==> src/stk_pkg.sv <==
// Shared types and constants for the word stack with insert and remove at depth.
package stk_pkg;

  // Default sizes
  localparam int DEF_STACK_DEPTH = 64;
  localparam int DEF_WORD_WIDTH  = 32;

  localparam int CMD_W = 3;
  localparam int ST_W  = 2;

  // Command codes carried on in_tuser
  typedef enum logic [CMD_W-1:0] {
    CMD_PUSH   = 3'd0,
    CMD_POP    = 3'd1,
    CMD_PEEK   = 3'd2,
    CMD_INSERT = 3'd3,
    CMD_REMOVE = 3'd4,
    CMD_CLEAR  = 3'd5
  } cmd_t;

  // Result status carried on out_tuser
  typedef enum logic [ST_W-1:0] {
    ST_OK    = 2'd0,
    ST_FULL  = 2'd1,
    ST_EMPTY = 2'd2,
    ST_RANGE = 2'd3
  } status_t;

  // Move applied to the whole cell row at once
  typedef enum logic [1:0] {
    OP_HOLD = 2'd0,
    OP_DOWN = 2'd1,  // open a slot at the selected depth, deeper entries move away from top
    OP_UP   = 2'd2   // close the slot at the selected depth, deeper entries move toward top
  } op_t;

endpackage

==> src/stk_cell.sv <==
// One stack slot: holds a word and moves it to or from its neighbors.
module stk_cell
  import stk_pkg::*;
#(
  parameter int WORD_WIDTH = DEF_WORD_WIDTH,
  parameter int CNT_W      = 7,
  parameter int IDX        = 0
) (
  input  logic                  clk,
  input  op_t                   op,
  input  logic [CNT_W-1:0]      depth,
  input  logic [WORD_WIDTH-1:0] value,
  input  logic [WORD_WIDTH-1:0] above,   // word of the slot nearer the top
  input  logic [WORD_WIDTH-1:0] below,   // word of the slot farther from the top
  output logic [WORD_WIDTH-1:0] word_o,
  output logic [WORD_WIDTH-1:0] sel_o    // own word when selected, else zero
);

  logic [WORD_WIDTH-1:0] data_r;
  logic [WORD_WIDTH-1:0] data_nxt;
  logic                  is_sel;
  logic                  is_shallow;

  assign is_sel     = (depth == CNT_W'(IDX));
  assign is_shallow = (CNT_W'(IDX) < depth);

  // Next word for this slot
  always_comb begin
    data_nxt = data_r;
    unique case (op)
      OP_HOLD: data_nxt = data_r;
      OP_DOWN: begin
        if (is_sel) data_nxt = value;
        else if (!is_shallow) data_nxt = above;
      end
      OP_UP: begin
        if (!is_shallow) data_nxt = below;
      end
      default: data_nxt = data_r;
    endcase
  end

  always_ff @(posedge clk) begin
    data_r <= data_nxt;
  end

  assign word_o = data_r;
  assign sel_o  = is_sel ? data_r : '0;

endmodule

==> config.mk <==
export PLATFORM = sky130hd
export DESIGN_NAME = stk_cell
export DESIGN_NICKNAME = d
export VERILOG_FILES = /design/src/stk_pkg.sv /design/src/stk_cell.sv
export SDC_FILE = /design/constraint.sdc
export NUM_CORES = 1
export LEC_CHECK = 0
export BUFFER_PORTS_ARGS = -buffer_cell sky130_fd_sc_hd__buf_2
export CAP_MARGIN = 15
export CORE_UTILIZATION = 39
export CTS_CLUSTER_DIAMETER = 50
export CTS_CLUSTER_SIZE = 24
export DETAILED_ROUTE_END_ITERATION = 8
export HOLD_SLACK_MARGIN = 0.08
export PLACE_DENSITY = 0.91
export SLEW_MARGIN = 0
export SYNTH_ARGS = -nofsm -noshare
export SYNTH_HDL_FRONTEND = slang
export SYNTH_SLANG_ARGS = --single-unit
==> constraint.sdc <==
create_clock -name clk -period 4.2 [get_ports clk]
set_input_delay 0 -clock clk [delete_from_list [all_inputs] [get_ports clk]]
set_output_delay 0 -clock clk [all_outputs]
set_load 0.005 [all_outputs]
# Word level (Yosys, flattened, before mapping)
# Index checks and enable logic that the tools add are counted.
classes:
  n_eq_ne: 4
  n_reduce_logical: 3
  magnitude_cmp: 1
  muxes: 5
op_table:
  columns: ["cell", "n"]
  rows:
  - ["2-to-1 mux 32 bit", 4]
  - ["case mux 32 bit (2 select lines)", 1]
  - ["zero test 7 bit", 1]
  - ["less-than comparator 1 x 7 -> 1 bit, first input constant", 1]
  - ["inequality test 3 bit, second input constant", 1]
  - ["AND reduction 3 bit", 1]
  - ["== test 2 x 1 -> 1 bit, second input constant", 1]
  - ["== test 2 bit, second input constant", 1]
  - ["inequality test 2 bit, second input constant", 1]
  - ["nonzero test 2 bit", 1]
totals:
  in_bits: 106
  wordCells: 14
  register_bits: 32
  output_inout_bits: 64

# Depth between registers and ports, before layout
depth:
  depth_word: 4
  mapped_depth: 6
  depth_no_buf: 3

# Worst setup path before layout
# Ideal clock, no wire load.
synth_timing:
  kind: "input port to flip-flop"
  from: "in depth[3]"
  to: "reg data_r[0] (netlist: word_o[0]), enable pin"
  required_time_ns: 3.768
  t_arrival_ns: 2.748
  cell_stages: 6
  path_slack_ns: 1.020
  path_cell_list: "or4_1 buf_2 or2_1 buf_6 buf_6 a21oi_1"
synth_via:
  elab_chain_cells: 3
  word_cells_on_any_way: 5
  cone_classes: "1 x order compare; 2 x eq/ne; 2 x reduce/logical"
synth_lines:
  columns: ["element", "line", "text"]
  rows:
  - ["start: declaration", "stk_cell.sv:11", "input logic [CNT_W-1:0] depth,"]
  - ["less-than comparator 1 x 7 -> 1 bit or zero test 7 bit (tied branches)", "stk_cell.sv:25, stk_cell.sv:24", null]
  - ["inequality test 3 bit (no source line) or inequality test 2 bit (tied branches)", null, null]
  - ["AND reduction 3 bit (no source line) *", null, null]
  - ["end signal: assignment", "stk_cell.sv:44", "data_r <= data_nxt;"]
  - ["end: declaration", "stk_cell.sv:19", "logic [WORD_WIDTH-1:0] data_r;"]
# Mark *: on every way between the ends. The rest lies on a longest branch, timed or not.
# A chain may end at the register's enable or synchronous reset.

# Final worst setup path
layout_timing:
  from: "in depth[3]"
  to: "reg data_r[10] (netlist: word_o[10]), enable pin"
# Same word-level chain as after synthesis.

==> results.md <==
* Peak Freq at 414 MHz
* First-pass GRT wire length at between 10 and 15 mm
* Yosys top cell area share at 45.7%
* Design Area, Final at between 3000 and 4000 µm²
* GRT Util Overall at 25.4%
* Antenna Cells at 0
* Number of nets in the layout at between 500 and 600
* Final wirelength at around 7.6 mm
* Crit-path max FO at 34
* CP Capture Type: register
* Commonest non-fill, non-tap cells in the layout: buf_2 (169), dlygate4sd3_1 (33), and2_1 (32), edfxtp_1 (32), nand2_1 (30)
* Post-synthesis cell area at between 2000 and 2500 µm²
* Core footprint at 5140 µm²
* Num CTS Buffers at 5
* Setup ws final at 1.78 ns
* Largest net degree at the start of global routing at 49
* Initial core utilization at 40.9%
* Hold Vio Cnt, Final at 0
* Number of synthesized register bits at 32
* Layout cells sized above 1 at 46.4%
* CP startpoint: depth[3]
* Clock Path Buffers at 2
* TritonRoute pass-1 iters at 5
* Die ar. at between 5000 and 6000 µm²
* Die height at 75.5 µm
* Post-DP Area at 2970 µm²
* Mapped Nets at between 300 and 400
* Status: completed
* Fin Hold WS at 0.0819 ns
* Place WS at 1.46 ns
* Max VDD drop at 0.125 mV
* CP required at 4.10 ns
* Crit path launch type: input pin
* Vias at 2,659
* Worst rel slew slack at 23.8%
* HPWL Detailed at 4.97 mm
* Worst-path clk slew at 0.06 ns
* Number of global-route vias before repair at 2,386
* Least-Margin Pin Slew at between 1 and 1.5 ns
* I/O Pins at 170
* Worst EP arrival at 2.31 ns
* Final setup violation count at 0
* Maxcap violations at 0
* Commonest non-fill, non-tap cell in the layout: buf_2
* Max FFs per register at 32
* Die X at 75.5 µm
* Htree depth at 2
* Post-synth cell types at 20
* Hold/Removal Path Class: input pin to register
* Mapped Avg Cell Area at 9.23 µm²
* Area Growth Syn to Fin at 61.2%
* Grt ovf at 0
* Port-buffer cells at 169
* Synth top area cells: edfxtp_1 (46%), and2_1 (9.5%), o211ai_1 (7.5%)
* Initial antenna violation count at 0
* Leakage at 0.00155 µW
* CTS Root Cell: clkbuf_8
* Final count of pins violating max slew at 0
* Final period utilization at 57.6%
* CP Class: input pin to register
* Register area share after synthesis at 45.7%
* Pwr Density at 216 nW/µm²
* Setup TNS at 0 ns
* DR WL/cell at 15.6 µm
* Final weighted congestion in routability-driven placement at between 0.9 and 1
* CTS tree: done
* Vias/cell at 5.47
* Starting DRT DRC Count at 234
* Post-synthesis cell count at 228
* CTS Sinks at 32
* Post-synthesis cell type with the largest combined area: edfxtp_1
* Detail Route Antenna Nets at 0
* Yosys warning count at 0
* Final worst path period need at 2.42 ns
* Worst Setup EP: word_o[10]
* RSZ-0062 raised after global routing: no
* DR DRC count at 0
* Num rows at 26
-- layer usage --
layer  vias to the layer above  track usage, %  wire (µm)
met3                        41            5.82        629
met4                         0            12.3        357
met1                      1215            29.0       2730
li1                       1221               -          -
met2                       182            44.7       3880
met5                         -               0          0
-- cells in the mapped netlist, drive strengths merged --
cell and count:
nor2 19, edfxtp 32, nor2b 1, buf 4, a41oi 17, o21ai 17
nor4 1, or3 1, or2 1, or4 1, nand2b 2, o211ai 30
a21oi 18, clkbuf 21, nand2 30, and2 32, clkinv 1
-- where the power goes --
group          switching [µW]  internal (µW)  total [µW]
sequential              0.515            356         356
clock                     102            112         214
combinational            75.1           86.4         161
-- through the flow --
step	std cells	utilization [%]	power, µW
2_1_floorplan	228	-	426
3_3_place_gp	445	57.8	487
3_5_place_dp	445	57.8	491
4_1_cts	484	65.5	727
5_1_grt	486	66.0	762
6_report	486	66.0	732
-- logic make-up after synthesis --
| family | after synthesis | share of synthesized area (%) |
|---|---|---|
| buffers and inverters | 26 | 5.41 |
| AO/OA/AOI/OAI | 82 | 28.2 |
| flip-flops | 32 | 45.7 |
| AND/OR/NAND/NOR | 88 | 20.7 |
-- repair_timing --
| action | 4_1_cts | 5_1_grt |
|---|---|---|
| setup buffers | 0 | 0 |
| resized for setup | 0 | 0 |
| hold buffers | 32 | 1 |
| endpoints found under the hold margin | 25 | 1 |
-- worst min-delay path by stage --
| stage | slack [ns] | endpoint | startpoint | cells after the start |
|---|---|---|---|---|
| 3_3_place_gp | 0.30 | word_o[25] | below[25] | 3 |
| 2_1_floorplan | 0.21 | word_o[14] | below[14] | 2 |
| 6_report | 0.08 | word_o[10] | below[10] | 3 |
| 5_1_grt | 0.08 | word_o[26] | below[26] | 3 |
| 4_1_cts | 0.08 | word_o[23] | below[23] | 3 |
| 3_5_place_dp | 0.30 | word_o[25] | below[25] | 3 |
-- critical path, cell delays in order --
cell and delay, ns:
buf_2 0.10, or4_1 0.50, buf_4 0.25, or2_1 0.55, a21oi_4 0.87
-- layout make-up --
type                    count  area (µm²)
inverters                   1        3.75
well taps                  70        87.6
fillers                   440        1750
clock buffers               6        72.6
clock inverters             1        5.00
flip-flops and latches     32         961
repair buffers            206        1210
multi-input cells         170        1050
No activity file was read; power rests on OpenSTA's default activity.
