--- src/stk_pkg.sv ---
// Shared types and constants for the word stack with insert and remove at depth.
package stk_pkg;

  // Default sizes
  localparam int DEF_STACK_DEPTH = 64;
  localparam int DEF_WORD_WIDTH  = 32;

  localparam int CMD_W = 3;
  localparam int ST_W  = 2;

  // Command codes carried on in_tuser
  typedef enum logic [CMD_W-1:0] {
    CMD_PUSH   = 3'd0,
    CMD_POP    = 3'd1,
    CMD_PEEK   = 3'd2,
    CMD_INSERT = 3'd3,
    CMD_REMOVE = 3'd4,
    CMD_CLEAR  = 3'd5
  } cmd_t;

  // Result status carried on out_tuser
  typedef enum logic [ST_W-1:0] {
    ST_OK    = 2'd0,
    ST_FULL  = 2'd1,
    ST_EMPTY = 2'd2,
    ST_RANGE = 2'd3
  } status_t;

  // Move applied to the whole cell row at once
  typedef enum logic [1:0] {
    OP_HOLD = 2'd0,
    OP_DOWN = 2'd1,  // open a slot at the selected depth, deeper entries move away from top
    OP_UP   = 2'd2   // close the slot at the selected depth, deeper entries move toward top
  } op_t;

endpackage

--- src/stk_ctrl.sv ---
// Command decode, range and fill checks, and the entry count.
module stk_ctrl
  import stk_pkg::*;
#(
  parameter int STACK_DEPTH = DEF_STACK_DEPTH,
  parameter int CNT_W       = 7
) (
  input  logic             clk,
  input  logic             rst_n,
  input  logic             accept,
  input  logic [CMD_W-1:0] cmd,
  input  logic [CNT_W-1:0] depth_index,
  output op_t              op,
  output logic [CNT_W-1:0] cell_depth,
  output status_t          status,
  output logic             rd_en,
  output logic [CNT_W-1:0] count_nxt
);

  logic [CNT_W-1:0] count_r;
  logic             full;
  logic             empty;
  op_t              op_raw;

  assign full  = (count_r == CNT_W'(STACK_DEPTH));
  assign empty = (count_r == '0);

  // Decode and check
  always_comb begin
    op_raw     = OP_HOLD;
    cell_depth = '0;
    status     = ST_OK;
    rd_en      = 1'b0;
    count_nxt  = count_r;
    unique case (cmd_t'(cmd))
      CMD_PUSH: begin
        if (full) status = ST_FULL;
        else begin
          op_raw    = OP_DOWN;
          count_nxt = count_r + 1'b1;
        end
      end
      CMD_POP: begin
        if (empty) status = ST_EMPTY;
        else begin
          op_raw    = OP_UP;
          rd_en     = 1'b1;
          count_nxt = count_r - 1'b1;
        end
      end
      CMD_PEEK: begin
        if (empty) status = ST_EMPTY;
        else rd_en = 1'b1;
      end
      CMD_INSERT: begin
        cell_depth = depth_index;
        if (depth_index > count_r) status = ST_RANGE;
        else if (full) status = ST_FULL;
        else begin
          op_raw    = OP_DOWN;
          count_nxt = count_r + 1'b1;
        end
      end
      CMD_REMOVE: begin
        cell_depth = depth_index;
        if (depth_index >= count_r) status = ST_RANGE;
        else begin
          op_raw    = OP_UP;
          rd_en     = 1'b1;
          count_nxt = count_r - 1'b1;
        end
      end
      CMD_CLEAR: count_nxt = '0;
      default: ;
    endcase
  end

  // Cells move only on an accepted item
  assign op = accept ? op_raw : OP_HOLD;

  always_ff @(posedge clk) begin
    if (!rst_n) begin
      count_r <= '0;
    end else if (accept) begin
      count_r <= count_nxt;
    end
  end

endmodule

--- config.mk ---
export PLATFORM = sky130hd
export DESIGN_NAME = stk_ctrl
export DESIGN_NICKNAME = d
export VERILOG_FILES = /design/src/stk_pkg.sv /design/src/stk_ctrl.sv
export SDC_FILE = /design/constraint.sdc
export NUM_CORES = 1
export LEC_CHECK = 0
export BUFFER_PORTS_ARGS = -buffer_cell sky130_fd_sc_hd__buf_2
export CORE_MARGIN = 2
export CORE_UTILIZATION = 50
export CTS_CLUSTER_SIZE = 14
export DETAILED_ROUTE_END_ITERATION = 8
export GPL_TIMING_DRIVEN = 1
export HOLD_SLACK_MARGIN = 0.03
export PLACE_DENSITY = 0.76
export SYNTH_ARGS = -nofsm -noshare
export SYNTH_HDL_FRONTEND = slang
export SYNTH_SLANG_ARGS = --single-unit
--- constraint.sdc ---
create_clock -name clk -period 6.04 [get_ports clk]
set_input_delay 0.906 -clock clk [delete_from_list [all_inputs] [get_ports clk]]
set_output_delay 0.906 -clock clk [all_outputs]
set_load 0.01 [all_outputs]
## Yosys cells after proc, flatten, opt, wreduce, memory -nomap -nowiden

Cells that the tools add are included.

- Flip-flop bits (word level): 7
- Input bits: 13
- Logic and storage cells: 35
- Output and inout bits: 19

- $lt $le $gt $ge: 2
- Reduce and logical (&&, ||, !) cells: 4
- Add/sub/neg operators: 2
- Equal/unequal tests: 6
- Multiplexer cells: 20

Operators with widths:

| cell | number |
|---|---|
| $mux W7 | 5 |
| $pmux W7 S5 | 1 |
| $pmux W2 S4 | 2 |
| $mux W2 | 6 |
| $add A7 B1 Y7 const B | 1 |
| $eq A7 B7 Y1 const B | 1 |
| $ge A7 B7 Y1 | 1 |
| $gt A7 B7 Y1 | 1 |
| $logic_not A7 Y1 | 1 |
| $sub A7 B1 Y7 const B | 1 |
| $eq A3 B2 Y1 const B | 2 |
| $eq A3 B3 Y1 const B | 2 |
| $mux W1 | 5 |
| $reduce_or A2 Y1 | 2 |
| $eq A3 B1 Y1 const B | 1 |
| $logic_not A3 Y1 | 1 |
| $pmux W1 S2 | 1 |

## Depth between registers and ports, before layout

Gate-level depths: netlist (run 1).

- Word-level depth: 5
- Gate-level depth with buffers: 10
- Mapped depth without buffers: 8

## Least setup slack after synthesis (run 1)

No wires, ideal clock.

- Path kind: input -> output
- Start point: input depth_index[0]
- End point: output count_nxt[2]
- Stages: 8
- Setup slack: 2.519 ns
- Required time: 5.134 ns
- Data arrival time: 2.615 ns
- Cells stage by stage: inv_1 ha_1 nand2b_1 a211o_1 a21oi_1 a211oi_2 and2_1 a211o_1

- Longest elaborated chain between the ends: 3
- Elaborated cells between the ends (all ways): 5
- Classes of those cells: order compare: 2; mux: 3

RTL lines:

| item | RTL line | source |
|---|---|---|
| from (decl) | stk_ctrl.sv:12 | `input logic [CNT_W-1:0] depth_index,` |
| $ge A7 B7 Y1 / $gt A7 B7 Y1 (equally long branches) | stk_ctrl.sv:66, stk_ctrl.sv:57 |  |
| $mux W7 (on tied branches) | stk_ctrl.sv:66, stk_ctrl.sv:57 |  |
| $pmux W7 S5 (*) | stk_ctrl.sv:35 | `unique case (cmd_t'(cmd))` |
| to (decl) | stk_ctrl.sv:17 | `output logic [CNT_W-1:0] count_nxt` |

Every way passes the cells marked *; elsewhere a longest branch is shown, timed or not.

## Final worst setup path (run 1)

- Start point: register count_r[6]
- End point: output count_nxt[0]

- Longest elaborated chain between the ends: 4
- Elaborated cells between the ends (all ways): 9
- Classes of those cells: order compare: 2; eq/ne: 1; mux: 5; reduce/logical: 1

RTL lines:

| item | RTL line | source |
|---|---|---|
| from (decl) | stk_ctrl.sv:20 | `logic [CNT_W-1:0] count_r;` |
| from (signal assigned) | stk_ctrl.sv:85 | `count_r <= count_nxt;` |
| parallel branches: the longest is 3 deep, another holds $ge A7 B7 Y1 | - |  |
| $pmux W7 S5 (*) | stk_ctrl.sv:35 |  |

Mark *: on every way between the ends.

==> impl_metrics.toml, run 1 <==
[outcome]
status = "completed"

[cells_and_area]
largest_register_ff_count = 7
layout.nets = 217
diodes = 0
seq_area_um2 = 140
drive_gt1_frac = 0.222
n_fill_cell = 212
multi_input_area_um2 = 955
fin_area_um2 = 1350
largestRegisters = "count_r x7"
area_growth_pct = 13.1
regMostFlops = "count_r"

[setup_path]
worstPathRequired_ns = 5.13
cp_max_fo = 12
crit_path_end_kind = "output port"
arrival_ns = 3.50
path_class = "reg2out"
cp-start-kind = "flop"

[clock_tree]
cts-buffers-inserted = 3
cts_setup_buffers = 0
cts-resized-gates = 0
htree_num_levels = 1
cts.sinks = 7
cts-root-buf = "clkbuf_4"
clkLatencyLatePin_ns = 0.25
cts_tree = "done"
clkTransAtPathRegs_ns = 0.05
ctsHoldBuffers = 0
cts_buffer_depth = 2

[global_route]
met1_usage = 0.299
antenna_found_initial = 0
grt_pass1_wl_um = 5380
top_usage_layer = "met2"
grt.met2_usage = 0.460
grt_pass1_vias = 1258
grt_start_max_net_pins = 13
grtUsageMet3 = 0.0565
grt.total_usage = 0.261
grt.overflow.total = 0

[synthesis]
async_flop_share = 0
synth-seq-cells = 7
synth.largest_area_cell = "dfxtp_1"
yosysMostFrequentCell = "a21oi_1"
synth.area.top_cells = "dfxtp_1, ha_1, a21oi_1, and2_1, o21ai_0"
syn_area_um2 = 1200
ys_top_cells_by_count = "a21oi_1, nand2_1, o21ai_0"
synthCells = 168
ys.flop_type = "dfxtp_1"
syn_nets = 190
yosysUniqueCellTypes = 47
ys_warn_count = 0
syn_avg_cell_area_um2 = 7.12
synth_edf_count = 0
ys_seq_area_frac = 0.117
synth_top_area_frac = 0.117

[timing]
worst_pin_slew_ns = 1.15
fmax_mhz = 227
finalClockSkew_ns = 0.00284
setup_tns_ns = 0
timing.final.crit_share = 0.730
fin_crit_ns = 4.41
hold_viol_final = 0
setup-violations-final = 0
rsz0062_at_grt = "false"
max_slew_margin = 0.226
drv_slew = 0

[pwr]
p_per_area_nw_per_um2 = 142
seqPwrFrac = 0.273
pwr-share-clk = 0.218
p_sw_frac = 0.409
leakage_nw = 0.619
ir_drop_mv = 0.148
internal-power_uw = 114
combPwrFrac = 0.509
power_switching_uw = 78.5

[drt]
totalWireLength_um = 3310
viasPerCell = 6.27
avgRoutedWirePerCell_um = 14.9
vias = 1393
route.detailed.drc = 0
antenna_left = 0
first_pass_iters = 5
drt_iter0_markers = 71

[floorplanning]
dieArea_um2 = 2800
initial_core_util = 0.536
num_rows = 17
io_pins = 32
core_um2 = 2230
die_w_um = 52.9
die_h_um = 52.9

[placement]
place_area_um2 = 1330
portBuffers = 31
place_hpwl_um = 2700
gp_congestion = 0.915

[flow_run]
drv.max_cap_violation_count = 0

[hold_path]
hp-class = "reg2reg"
[critical path: stages, from the launching register on]
cell	delay, ns
dfxtp_1	0.51
inv_1	0.25
ha_1	0.39
nand4_1	0.20
a21oi_1	0.22
o22ai_1	0.16
o21ai_0	0.92
o21ai_0	0.23
o22a_1	0.24
buf_2	0.13
[kinds of logic after synthesis]
| logic type | count (synthesis) | share of synthesized area |
|---|---|---|
| AOI/OAI and AO/OA | 64 | 0.362 |
| and+or+nand+nor | 61 | 0.289 |
| buffers and inverters | 20 | 0.0847 |
| adders and majority gates | 9 | 0.0941 |
| DFF | 7 | 0.117 |
| xor gates and xnor gates | 5 | 0.0366 |
| muxes | 2 | 0.0167 |
[cell usage in the layout (no fill, tap or decap), types with 3 or more instances in the layout]
cell,netlist,layout
buf_2,1,31
a211o_1,4,4
clkbuf_4,0,3
o22ai_1,7,7
o31a_1,3,3
nand2b_1,4,4
ha_1,9,9
nand3_1,6,6
a21o_1,3,3
inv_1,11,11
o21ai_0,12,12
xnor2_1,5,5
nor3_1,10,10
and2_1,10,10
nor2_1,5,5
nand2_1,15,15
dfxtp_1,7,7
a21oi_1,17,17
[per-layer routing]
metal / wire length (µm) / part of all wire
met1: 1340 / 0.40
met2: 1710 / 0.52
met3: 227 / 0.069
met4: 35 / 0.011
met5: 0 / 0
[stage by stage]
step | hold slack [ns] | utilization | cells | total power, mW | setup WS [ns]
after floorplan | 0.554 | - | 168 | 0.124 | 2.52
after global placement | 0.545 | 0.594 | 218 | 0.147 | 1.86
after detailed placement | 0.569 | 0.594 | 218 | 0.150 | 1.69
after CTS | 0.580 | 0.606 | 222 | 0.193 | 1.62
after global routing | 0.619 | 0.606 | 222 | 0.208 | 1.23
final | 0.586 | 0.606 | 222 | 0.192 | 1.63
[power groups by stage]
stage                     clock network, mW  registers, mW  logic, mW
final                                0.0419         0.0525     0.0977
after floorplan                           0         0.0509     0.0735
after global routing                 0.0474         0.0527      0.108
after CTS                            0.0434         0.0523     0.0971
after detailed placement                  0         0.0533     0.0969
after global placement                    0         0.0532     0.0939
[worst paths after layout]
check             slack [ns]  startpoint            to  cells past startpoint
hold / removal          0.59  count_r[4]    count_r[4]                      2
setup / recovery        1.63  count_r[6]  count_nxt[0]                      9
setup reg to reg        2.75  count_r[6]    count_r[1]                      8
hold reg to reg         0.59  count_r[4]    count_r[4]                      2
[cell type report]
type,instances,area share
Clock buffer,4,0.0194
Inverter,11,0.0305
Multi-Input combinational cell,141,0.706
Sequential cell,7,0.104
Tap cell,28,0.0259
Timing Repair Buffer,31,0.115
Power figures use the tool's default switching activity.
==> run 2, diff against run 1 <==
ABC_AREA = 1   (was not set)
CORE_UTILIZATION = 48   (was 50)
PLACE_DENSITY = 0.77   (was 0.76)
clock period = 3.77 ns   (was 6.04 ns; I/O delays follow)
==> impl_metrics.toml, run 2 <==
[timing]
drv_slew = 0
finalClockSkew_ns = 0.00223
worst_pin_slew_ns = 0.434
fin_crit_ns = 2.85
hold_viol_final = 0
holdWs_ns = 0.566
timing.final.crit_share = 0.755
setup_tns_ns = 0
fmax_mhz = 351
setup-violations-final = 0
fin_ws_ns = 0.922
max_slew_margin = 0.709
rsz0062_at_grt = "false"

[outcome]
status = "completed"

[cells_and_area]
final_common_cell = "nand2_1"
drive_gt1_frac = 0.278
layout_common_cells = "nand2_1, inv_1, buf_2, nand3_1, nor2_1"
fin_cells = 253
regMostFlops = "count_r"
layout.nets = 246
largestRegisters = "count_r x7"
largest_register_ff_count = 7
area_growth_pct = 16.4
diodes = 0

[hold_path]
hp-class = "in2reg"

[drt]
wl_met1_um = 1260
vias = 1279
wl_met3_um = 204
wl_met2_um = 1250
avgRoutedWirePerCell_um = 10.7
route.detailed.drc = 0
totalWireLength_um = 2710
viasPerCell = 5.06
top_layer_used = "met3"
antenna_left = 0
drt_iter0_markers = 58
first_pass_iters = 4

[floorplanning]
core_um2 = 2410
die_w_um = 53.8
io_pins = 32
dieArea_um2 = 2900
num_rows = 18
die_h_um = 53.8
initial_core_util = 0.494

[pwr]
ir_drop_mv = 0.204
leakage_nw = 0.842
finalPower_uw = 341
p_per_area_nw_per_um2 = 246

[placement]
place_inst = 249
gp_congestion = 1.03
portBuffers = 31
pre_cts_ws_ns = 1.16
place_hpwl_um = 2290

[clock_tree]
cts-buffers-inserted = 3
htree_num_levels = 1
cts_tree = "done"
cts_setup_buffers = 0
cts_buffer_depth = 2
cts.sinks = 7
clkLatencyLatePin_ns = 0.25
ctsHoldBuffers = 0
cts-resized-gates = 0
cts-root-buf = "clkbuf_4"
clkTransAtPathRegs_ns = 0.05

[synthesis]
synth_top_area_frac = 0.148
ys_warn_count = 0
syn_nets = 213
synth_edf_count = 0
synth-seq-cells = 7
synth.largest_area_cell = "nand2_1"
ys.flop_type = "dfxtp_1"
yosysMostFrequentCell = "nand2_1"
synthCells = 191
syn_avg_cell_area_um2 = 6.24
ys_seq_area_frac = 0.118
yosysUniqueCellTypes = 25
synth.area.top_cells = "nand2_1, dfxtp_1, inv_1, ha_1, nand3_2"
async_flop_share = 0
syn_area_um2 = 1190
ys_top_cells_by_count = "nand2_1, inv_1, nand3_1"

[global_route]
grt.total_usage = 0.211
antenna_found_initial = 0
grt_pass1_wl_um = 4610
grt.overflow.total = 0
grt_pass1_vias = 1078
grt_start_max_net_pins = 10

[setup_path]
crit_path_end_kind = "output port"
worstPathRequired_ns = 3.20
cp-start-kind = "flop"
arrival_ns = 2.28
path_class = "reg2out"
cp_max_fo = 7

[flow_run]
drv.max_cap_violation_count = 0
-- run 2: cell type report --
class	instances	area (µm²)
fillers	245	1020
inverters	37	140
clock buffers	4	26.3
flip-flops and latches	7	140
multi-input cells	144	887
well taps	30	37.5
repair buffers	31	155
-- run 2: where the power goes --
part           switching [mW]  leakage [nW]  total, mW  internal (mW)
sequential             0.0116        0.0579     0.0915         0.0800
clock                  0.0283        0.0150     0.0687         0.0404
combinational           0.112         0.769      0.181         0.0686
total                   0.152         0.842      0.341          0.189
-- run 2: metrics by stage --
step,area (µm²),utilization
floorplan,1190,-
global placement,1360,0.564
detailed placement,1360,0.564
CTS,1390,0.575
global route,1390,0.575
finish,1390,0.575
-- run 2: critical path, cell delays in order, from the launching register on --
cell     delay, ns
dfxtp_1       0.55
inv_1         0.16
ha_1          0.30
nand2_1       0.06
nor2_2        0.13
nand2_2       0.10
nand2_1       0.11
nand3_2       0.17
nand2_1       0.13
nand2_1       0.07
nand3_2       0.06
nand2_1       0.05
buf_2         0.13
-- run 2: logic make-up after synthesis --
group	after synthesis	synth area share
adders and majority gates	9	0.0945
and+or+nand+nor	111	0.508
xor gates and xnor gates	7	0.0515
AOI/OAI and AO/OA	17	0.0903
buffers and inverters	40	0.138
DFF	7	0.118
-- run 2: final timing paths --
path	start	end	slack [ns]	depth (start not counted)
hold / removal	rst_n	count_r[6]	0.57	3
setup reg to reg	count_r[3]	count_r[1]	1.65	13
setup / recovery	count_r[3]	count_nxt[1]	0.92	12
hold reg to reg	count_r[6]	count_r[6]	0.63	2
-- run 2: per-layer routing --
layer | vias to the layer above | GRT usage
li1 | 668 | -
met1 | 563 | 0.295
met3 | 0 | 0.0500
met4 | 0 | 0.0214
met2 | 48 | 0.337
met5 | - | 0
==> run 3, diff against run 2 <==
ABC_AREA = 0   (was 1)
CORE_UTILIZATION = 50   (was 48)
PLACE_DENSITY = 0.76   (was 0.77)
clock period = 2.7 ns   (was 3.77 ns; I/O delays follow)
==> impl_metrics.toml, run 3 (synthesis gave the netlist of run 1 again) <==
[setup_path]
crit_buf_inv = 3
cp-start-kind = "flop"
worstPathRequired_ns = 2.30
cp_slowest_cell = "dfxtp_2"
crit_path_end_kind = "output port"
critPathTopFamily = "compound AO/OA/AOI/OAI gates"
path_cells = "inv_2 > ha_4 > nand4_1 > buf_4 > o31a_1 > a21oi_2 > a211oi_4 > a21o_1 > o22a_1 > buf_2"
critical_path.max_stage_delay_ns = 0.33
rrSetupSlack_ns = 0.30
path_class = "reg2out"
arrival_ns = 2.40
cp_max_fo = 5

[clock_tree]
cts_buffer_depth = 2
cts_tree = "done"
cts-root-buf = "clkbuf_4"
clkLatencyLatePin_ns = 0.25
cts-buffers-inserted = 3
clkTransAtPathRegs_ns = 0.05
htree_num_levels = 1
cts.sinks = 7

[hold_path]
hp-class = "in2reg"

[timing]
finalClockSkew_ns = 0.00255
max_slew_margin = 0.559
rsz0062_at_grt = "true"
fin_ws_ns = -0.103
drv_slew = 0
fin_crit_ns = 2.80
setup-violations-final = 8
timing.final.crit_share = 1.04
hold_viol_final = 0
worst_pin_slew_ns = 0.655
holdWs_ns = 0.476
fmax_mhz = 357

[cells_and_area]
largestRegisters = "count_r x7"
fin_cells = 250
drive_gt1_frac = 0.464
area_growth_pct = 47.6
largest_register_ff_count = 7
final_common_cell = "buf_2"
regMostFlops = "count_r"
layout.nets = 245
layout_common_cells = "buf_2, buf_4, nand2_1, a21oi_1"
diodes = 0

[pwr]
p_sw_frac = 0.409
seqPwrFrac = 0.216
leakage_nw = 0.791
internal-power_uw = 308
combPwrFrac = 0.598
power_switching_uw = 214
p_per_area_nw_per_um2 = 295
pwr-share-clk = 0.186
ir_drop_mv = 0.224

[floorplanning]
core_um2 = 2230
die_w_um = 52.9
io_pins = 32
num_rows = 17
initial_core_util = 0.536
dieArea_um2 = 2800
die_h_um = 52.9

[global_route]
grt_pass1_vias = 1396
grt_start_max_net_pins = 10
grt_pass1_wl_um = 6410
grt.overflow.total = 0
grt.total_usage = 0.311
antenna_found_initial = 0

[drt]
vias = 1578
viasPerCell = 6.31
first_pass_iters = 5
avgRoutedWirePerCell_um = 17.5
totalWireLength_um = 4380
antenna_left = 0
drt_iter0_markers = 68
route.detailed.drc = 0

[outcome]
violations = "negative setup slack"
status = "finished with violations"

[placement]
place_hpwl_um = 2880
pre_cts_ws_ns = -0.0260
place_inst = 234
gp_congestion = 0.939
portBuffers = 31

[flow_run]
drv.max_cap_violation_count = 0
run 3: worst paths after layout:
kind | cells after the start | end | from
max | 10 | count_nxt[0] | count_r[6]
min | 3 | count_r[6] | rst_n
max reg2reg | 11 | count_r[1] | count_r[6]
min reg2reg | 3 | count_r[4] | count_r[4]
run 3: routing by layer:
layer / wire (µm) / global-route usage / share of wire
met4: 129 / 0.158 / 0.029
met2: 2260 / 0.548 / 0.51
met3: 230 / 0.0424 / 0.052
met1: 1760 / 0.361 / 0.40
met5: 0 / 0 / 0
run 3: tightest hold or removal path, cell delays in order:
cell     delay [ns]
buf_2          0.15
o21ai_0        0.09
a31oi_1        0.04
run 3: power groups by stage:
stage / logic (mW) / clock network [mW] / registers [mW]
finish: 0.312 / 0.0968 / 0.113
global route: 0.332 / 0.113 / 0.113
CTS: 0.273 / 0.101 / 0.112
detailed placement: 0.243 / 0 / 0.113
global placement: 0.238 / 0 / 0.113
floorplan: 0.165 / 0 / 0.114
run 3: layout make-up:
type	count	area, µm²
Inverter	11	46.3
Fill cell	168	468
Tap cell	28	35.0
Sequential cell	7	149
Multi-Input combinational cell	141	1120
Clock buffer	4	26.3
Timing Repair Buffer	59	392
run 3: timing repair:
| item | in CTS | in global routing |
|---|---|---|
| hold buffers | 0 | 0 |
| setup endpoints to repair | 7 | 10 |
| resized for setup | 27 | 23 |
| setup buffers | 7 | 5 |
| pin swaps | 8 | 11 |
| endpoints found under the hold margin | 0 | 0 |
| gates cloned | 0 | 0 |
run 3: through the flow:
stage | TNS, ns | utilization | power, mW | cell area (µm²)
final | -0.474 | 0.790 | 0.521 | 1770
after global routing | -1.07 | 0.790 | 0.558 | 1770
after CTS | -0.00583 | 0.737 | 0.486 | 1650
after detailed placement | -0.0494 | 0.648 | 0.356 | 1450
after global placement | 0 | 0.648 | 0.351 | 1450
after floorplan | 0 | - | 0.279 | 1200
